**config.mk**
```make
export PLATFORM = sky130hd
export DESIGN_NAME = phs_level
export DESIGN_NICKNAME = d
export VERILOG_FILES = /design/src/rtl/core/phs_pkg.sv /design/src/rtl/core/phs_level.sv
export SDC_FILE = /design/constraint.sdc
export NUM_CORES = 1
export LEC_CHECK = 0
export BUFFER_PORTS_ARGS = -buffer_cell sky130_fd_sc_hd__buf_4
export CAP_MARGIN = 20
export CORE_ASPECT_RATIO = 1.75
export CORE_MARGIN = 5
export CORE_UTILIZATION = 50
export DETAILED_ROUTE_END_ITERATION = 8
export GPL_TIMING_DRIVEN = 0
export PLACE_DENSITY = 0.78
export SLEW_MARGIN = 20
export SYNTH_ARGS = -nofsm -noshare
export SYNTH_HDL_FRONTEND = slang
export SYNTH_SLANG_ARGS = --single-unit
```
**constraint.sdc**
```tcl
create_clock -name clk_i -period 7.08 [get_ports clk_i]
set_input_delay 0 -clock clk_i [delete_from_list [all_inputs] [get_ports clk_i]]
set_output_delay 0 -clock clk_i [all_outputs]
set_load 0.01 [all_outputs]
```
**src/rtl/core/phs_pkg.sv**
```systemverilog
package phs_pkg;

  localparam int unsigned RowsDefault = 32;
  localparam int unsigned ColsDefault = 16;

  localparam int TempW    = 24;
  localparam int LevelW   = 4;
  localparam int StepW    = 16;
  localparam int ChangeW  = 39;
  localparam int RowW     = 5;
  localparam int ColW     = 4;
  localparam int CfgIdxW  = 2;
  localparam int CfgDataW = 39;

  // n / 10 == (n * RECIP10) >> RECIP_SHIFT for every n below 2^32.
  localparam logic [31:0] RECIP10     = 32'hCCCC_CCCD;
  localparam int          RECIP_SHIFT = 35;

  localparam logic [LevelW-1:0] LEVEL_MAX = 4'd9;

  localparam logic [CfgIdxW-1:0] CFG_RANGE_HIGH = 2'd0;
  localparam logic [CfgIdxW-1:0] CFG_RANGE_LOW  = 2'd1;
  localparam logic [CfgIdxW-1:0] CFG_THRESHOLD  = 2'd2;

  localparam logic signed [TempW-1:0] RANGE_HIGH_RST = 24'sd25600;
  localparam logic signed [TempW-1:0] RANGE_LOW_RST  = 24'sd0;
  localparam logic [ChangeW-1:0]      THRESHOLD_RST  = 39'd256;

  typedef enum logic [1:0] {
    CMD_WRITE = 2'd0,
    CMD_STEP  = 2'd1,
    CMD_READ  = 2'd2
  } cmd_e;

  typedef struct packed {
    cmd_e                     command;
    logic [RowW-1:0]          row;
    logic [ColW-1:0]          col;
    logic signed [TempW-1:0]  temperature;
  } in_t;

  typedef struct packed {
    logic signed [TempW-1:0]  cell_temp;
    logic [LevelW-1:0]        level;
    logic [StepW-1:0]         step_count;
    logic [ChangeW-1:0]       total_change;
    logic                     converged;
  } out_t;

endpackage

```
**src/rtl/core/phs_level.sv**
```systemverilog
module phs_level (
  input  logic                              clk_i,
  input  logic                              rst_ni,
  input  logic                              start_i,
  input  logic signed [phs_pkg::TempW-1:0]  value_i,
  input  logic signed [phs_pkg::TempW-1:0]  high_i,
  input  logic signed [phs_pkg::TempW-1:0]  low_i,
  output logic                              done_o,
  output logic [phs_pkg::LevelW-1:0]        level_o
);
  import phs_pkg::*;

  localparam int SpanW = TempW + 1;
  localparam int NumW  = TempW + 5;

  logic signed [SpanW-1:0] span_d, dist_d;
  logic signed [NumW-1:0]  num_d;
  logic                    empty_d;

  logic                    busy_q, done_q;
  logic [LevelW-1:0]       level_q;
  logic [NumW-2:0]         num_q;
  logic [TempW-1:0]        span_q;
  logic [NumW-1:0]         acc_q;

  assign span_d  = SpanW'(high_i) - SpanW'(low_i);
  assign dist_d  = SpanW'(value_i) - SpanW'(low_i);
  assign num_d   = (NumW'(dist_d) <<< 3) + NumW'(dist_d);
  assign empty_d = (span_d <= 0) || (num_d < 0);

  // The level is the number of multiples of the span, up to nine, that fit under the numerator.
  always_ff @(posedge clk_i) begin
    if (start_i) begin
      num_q  <= num_d[NumW-2:0];
      span_q <= span_d[TempW-1:0];
      acc_q  <= NumW'(span_d[TempW-1:0]);
    end else if (busy_q) begin
      acc_q <= acc_q + NumW'(span_q);
    end
  end

  always_ff @(posedge clk_i or negedge rst_ni) begin
    if (!rst_ni) begin
      busy_q  <= 1'b0;
      done_q  <= 1'b0;
      level_q <= '0;
    end else begin
      done_q <= 1'b0;
      if (start_i) begin
        level_q <= '0;
        busy_q  <= !empty_d;
        done_q  <= empty_d;
      end else if (busy_q) begin
        if ((level_q != LEVEL_MAX) && (NumW'(num_q) >= acc_q)) begin
          level_q <= level_q + LevelW'(1);
        end else begin
          busy_q <= 1'b0;
          done_q <= 1'b1;
        end
      end
    end
  end

  assign done_o  = done_q;
  assign level_o = level_q;

endmodule

```
==> qor.yml, run 1 <==
clkPwrFrac: 0.129
power.internal_mw: 1.872
wl_per_cell_um: 16.26
post_drt_via_cell_ratio: 5.795
worstSkewPairLatency_ps: 340
ir_drop_uv: 147.0
setup_viol: 0
worst-path-max-fanout: 5
ant_nets: 0
outcome: "finished, final reports clean"
finalSetupTns_ps: 0
synthArstFlopShare: 0.06897
drv_cap: 0
power_frac_comb: 0.594
hold_path_class: "in2async"
grt_max_degree: 59
antenna_found_initial: 0
fin_skew_ps: 4.421
worst_path_max_delay_cell: "or3b_2"
end_kind: "flop"
crit_chain: "buf_4, inv_1, ha_1, fa_1, nor2b_1, o21ai_0, a21boi_1, o211a_1, o31a_1, o21a_1, o21a_1, nor2_1, xnor2_1, ha_1, o21a_1, o21ai_0, or3b_2, a31oi_1, a21oi_1, o21bai_1, a21oi_1, xnor2_1"
seqPwrFrac: 0.277
clockBufferDepth: 2
die_width_um: 111.0
hold_violations: 0
relSlewSlack: 0.3318
crit_family: "compound AO/OA/AOI/OAI gates"
crit_required_ps: 7170
cts_tree: "yes"
post-dp-hpwl_um: 17710
power_switching_mw: 1.332
clk_pin_slew_worst_paths_ps: 60
fin_util: 0.5745
startpoint_type: "input port"
synthCells: 1009
cts_resized: 0
n_fill_cell: 1537
cts_buffers: 9
worst_pin_slew_ps: 989.8
multiInputGateArea_um2: 5953
yosys_warnings: 0
synth_area_um2: 8929
num_antenna_cells: 0
grt_pass1_vias: 7968
routed_wl_um: 21690
fmax_mhz: 226.4
die_h_um: 186.8
cts_sinks: 87
drive_above_1_share: 0.1215
cts_setup_buffers: 0
io_buffers: 79
remaining_drc_errors: 0
clockRootBuffer: "clkbuf_16"
cp.arrival_ps: 4510
rsz0062_at_grt: "false"
area_growth_syn_to_layout_pct: 12.84
crit_top_cell: "o21a_1"
vias: 7730
grt_overflow_total: 0
synth.avg_cell_area_um2: 8.849
crit_type: "in2reg"
synth_edf_count: 76
dieArea_um2: 20730
rows: 64
power_density_nw_per_um2: 318.1
finalCriticalPeriod_ps: 4417
sw_frac_of_total: 0.4158
ys.flop_type: "edfxtp_1"
grt_usage: 0.2082
core-area_um2: 17540
seqCellArea_um2: 2532
synth.distinct_cells: 87
cts_hold_buf: 1
drt-pass1-iter-count: 5
place.gp.congestion: 0.9642
drt-initial-drc-count: 364
drv_slew: 0
crit_buf_inv: 2
cpPeakStageDelay_ps: 540
min_period_over_period: 0.6239
ys_ff_latch: 87
nets: 1305
synth_fp_nets: 1214
start_util: 0.5091
cts_max_level: 3
grt_pass1_wl_um: 36140
power.leakage_nw: 4.530
yosysSeqAreaShare: 0.2836
ios: 80
## metal layers
layer / track usage / part of all wire
met2: 0.4036 / 0.55
met3: 0.02204 / 0.034
met4: 0.08946 / 0.035
met5: 0 / 0
met1: 0.2245 / 0.39
## cells by family after synthesis
logic type,after synthesis,share of synthesized area
compound gates,293,0.2305
xor+xnor,68,0.06670
fa+ha+maj,130,0.1855
buf+inv,115,0.04961
flops,87,0.2836
mux,10,0.01373
simple gates,306,0.1703
## worst register-to-register path, stage by stage (launching register included)
cell and delay, ps:
edfxtp_1 400, ha_1 290, nand2b_1 90, a21o_1 120, a21o_1 110, a21o_1 120, a21oi_1 80, o311ai_0 820
nand3_1 450, a21boi_0 330, mux2_2 360
## cells in the final DEF (no fill, tap or decap), types with 17 or more instances in the layout
cell	n
edfxtp_1	76
xor2_1	18
nor2_1	84
a21o_1	42
inv_1	97
xnor2_1	50
nand2b_1	19
nor2b_1	17
nand3_1	32
o21ai_0	48
nor3_1	20
a21oi_1	73
nand2_1	65
ha_1	126
buf_4	80
## layout make-up
class,instances,share of cell area
multi-input cells,807,0.5909
flip-flops and latches,87,0.2514
repair buffers,80,0.05986
inverters,98,0.03651
well taps,231,0.02869
clock buffers,10,0.02273
plain buffers,17,0.007452
clock inverters,4,0.002484
## sequential cells by signal, indices dropped and copies added (netlist names)
name and flops:
done_o 1, busy_q 1, num_q 28, level_o 4
acc_q 29, span_q 24
## synth_stat cells, types with 15 or more instances
cell	number	share of area
a21o_1	42	0.035
nor2_1	84	0.035
inv_1	97	0.041
o21ai_0	48	0.027
nand3_1	32	0.018
a21oi_1	73	0.041
xor2_1	18	0.018
ha_1	126	0.18
nand2_1	65	0.027
xnor2_1	50	0.049
edfxtp_1	76	0.26
nand2b_1	19	0.013
nor3_1	20	0.011
nor2b_1	17	0.012
o21a_1	15	0.013
## power groups by stage
stage               clock network [mW]  registers (mW)  logic [mW]
global route                     0.439           0.905        2.15
CTS                              0.416           0.888        1.89
floorplan                            0           0.872        1.45
finish                           0.414           0.887        1.90
detailed placement                   0           0.897        1.87
global placement                     0           0.890        1.81
## final timing paths
kind	startpoint	depth (start not counted)	endpoint	slack, ps
setup / recovery	value_i[0]	22	num_q[26]	2660
max in group asynchronous	rst_ni	2	level_o[1]	6960
hold / removal	rst_ni	2	level_o[0]	5
hold reg to reg	acc_q[25]	2	acc_q[25]	580
min in group clk_i	low_i[0]	3	num_q[0]	80
setup reg to reg	acc_q[0]	10	level_o[2]	3810
## metrics by stage
| step | area, um^2 | power [mW] | setup slack, ps | std cells | hold WS [ps] |
|---|---|---|---|---|---|
| 2_1_floorplan | 8929 | 2.320 | 3203 | 1009 | -295.6 |
| 3_3_place_gp | 9811 | 2.701 | 2449 | 1319 | -188.9 |
| 3_5_place_dp | 9811 | 2.767 | 2398 | 1319 | -185.5 |
| 4_1_cts | 10070 | 3.197 | 2720 | 1334 | 3.462 |
| 5_1_grt | 10070 | 3.495 | 2353 | 1334 | 21.52 |
| 6_report | 10070 | 3.204 | 2663 | 1334 | 5.072 |
No activity file was read; power rests on OpenSTA's default activity.
==> run 2, diff against run 1 <==
Settings changed: PLACE_DENSITY 0.78 to 0.81.
Clock period 7.08 ns to 3.86 ns, I/O delays scaled along.
==> run 2 against run 1 <==
Net effect:
- critical path depth decreased by 1
- sequential power is 84% higher
- combinational power up 94%
- total power grew 94%
- critical path type unchanged
==> qor.yml, run 2 (same netlist as run 1, synthesis figures left out) <==
clockRootBuffer: "clkbuf_16"
cts_max_level: 3  # unchanged
setup_viol: 0  # unchanged
rows: 64  # unchanged
dieArea_um2: 20730  # unchanged
r2r_cells: 10  # unchanged
num_antenna_cells: 0  # unchanged
drt-pass1-iter-count: 5  # unchanged
relSlewSlack: 0.3644  # +0.03261
power.leakage_nw: 4.641  # +2.5%
start_util: 0.5091  # unchanged
die_width_um: 111.0  # unchanged
io_buffers: 79  # unchanged
worst_pin_slew_ps: 941.5  # -48.31 ps
grt_overflow_total: 0  # unchanged
crit_family: "compound AO/OA/AOI/OAI gates"
cpPeakStageDelay_ps: 430  # -110 ps
ios: 80  # unchanged
crit_type: "in2reg"
post-dp-hpwl_um: 17670  # -0.21%
vias: 7843  # +1.5%
clk_pin_slew_worst_paths_ps: 60  # about the same
final_cell_area_um2: 10400  # +3.3%
grt_max_degree: 59  # unchanged
fmax_mhz: 269.5
cts_sinks: 87  # unchanged
clockBufferDepth: 2  # unchanged
pre_cts_ws_ps: -704.6  # -3103 ps
layout_common_cells: "ha_1 (121), inv_1 (97), buf_4 (89)"
nets: 1313  # +0.61%
startpoint_type: "input port"
core-area_um2: 17540  # unchanged
grt_usage: 0.2094  # +0.001227
end_kind: "flop"
ir_drop_uv: 314.6  # +110%
r2r_start: "acc_q[0]"
die_h_um: 186.8  # unchanged
reg2reg_to: "level_o[2]"
area_growth_syn_to_layout_pct: 16.51
cts_buffers: 9  # unchanged
use_met2: 0.4109  # +0.007250
outcome: "finished, final reports clean"
worst-path-max-fanout: 5  # unchanged
hold_violations: 0  # unchanged
met3_usage: 0.01977  # -0.002269
antenna_found_initial: 0  # unchanged
gr-usage-met1: 0.2276  # +0.003088
grt_pass1_wl_um: 36540  # +1.1%
drt-initial-drc-count: 373  # +2.5%
place.gp.congestion: 0.9614  # -0.29%
largest_register_ff_count: 29  # unchanged
drv_cap: 0  # unchanged
crit_buf_inv: 2  # unchanged
grt_pass1_vias: 7943  # -0.31%
drive_above_1_share: 0.1536  # +0.03215
worstSkewPairLatency_ps: 350  # about the same
final_common_cell: "ha_1"
min_period_over_period: 0.9615
hold_path_class: "in2async"
cp.arrival_ps: 3810  # -700 ps
wl_per_cell_um: 16.58  # +2.0%
routed_wl_um: 22280  # +2.7%
remaining_drc_errors: 0  # unchanged
crit_chain: "buf_4, inv_1, ha_2, fa_2, nor2b_2, o21ai_2, a21boi_2, o211a_1, o31a_1, o21a_1, o21a_1, or3_1, o211ai_1, ha_2, nand2_1, or3b_4, a31oi_4, a21oi_2, o21bai_1, a21oi_1, xnor2_1"
top_register: "acc_q"
crit_required_ps: 3950  # -3220 ps
power_density_nw_per_um2: 598.4  # +88%
fin_skew_ps: 8.378  # +3.956 ps
worst_path_max_delay_cell: "or3b_4"
dpl_cell_area_um2: 9817  # about the same
ant_nets: 0  # unchanged
worst_hold_slack_ps: 3.799  # -1.273 ps
post_drt_via_cell_ratio: 5.836  # +0.71%
setup_slack_ps: 148.8  # -2514 ps
finalCriticalPeriod_ps: 3711
cts_tree: "yes"
top_regs: "acc_q: 29 flops, num_q: 28 flops, span_q: 24 flops"
reg2reg_slack_ps: 640  # -3170 ps
top_usage_layer: "met2"
drv_slew: 0  # unchanged
run 2: where the power goes:
part	total, mW	internal (mW)	leakage [nW]	switching (mW)
sequential	1.63	1.48	0.870	0.150
clock	0.919	0.565	0.152	0.354
combinational	3.68	1.63	3.62	2.05
run 2: layout make-up:
cell class	count	area, um^2
clock buffers	10	229.0
multi-input cells	807	6157
clock inverters	6	85.08
fillers	1473	7134
repair buffers	89	670.6
plain buffers	16	71.32
well taps	231	289.0
inverters	98	367.9
flip-flops and latches	87	2532
run 2: per-stage QoR:
step	utilization	power (mW)	cells	TNS [ps]
after floorplan	-	4.260	1009	0
after global placement	0.5598	4.952	1319	-5631
after detailed placement	0.5598	5.070	1319	-6188
after CTS	0.5825	6.074	1340	0
after global routing	0.5932	6.718	1344	-83.45
final	0.5932	6.224	1344	0
run 2: timing repair:
item                       in CTS  in global routing
hold endpoints to repair        6                  0
resized for setup              11                 29
pin swaps                       5                 16
buffers inserted                4                  5
setup endpoints to repair       9                 10
hold buffers                    1                  0
run 2: metal layers:
| metal | up-vias | routed length, um |
|---|---|---|
| met5 | - | 0 |
| met4 | 0 | 852 |
| met3 | 56 | 783 |
| met2 | 201 | 12080 |
| met1 | 3682 | 8563 |
| li1 | 3904 | - |
run 2: worst max path at each step:
stage,start,to,slack (ps),depth (start not counted)
CTS,value_i[0],num_q[26],3,22
floorplan,low_i[2],num_q[26],50,20
detailed placement,low_i[0],num_q[23],-700,20
global route,low_i[1],num_q[27],-40,20
global placement,value_i[0],num_q[23],-650,21
finish,value_i[0],num_q[26],150,21
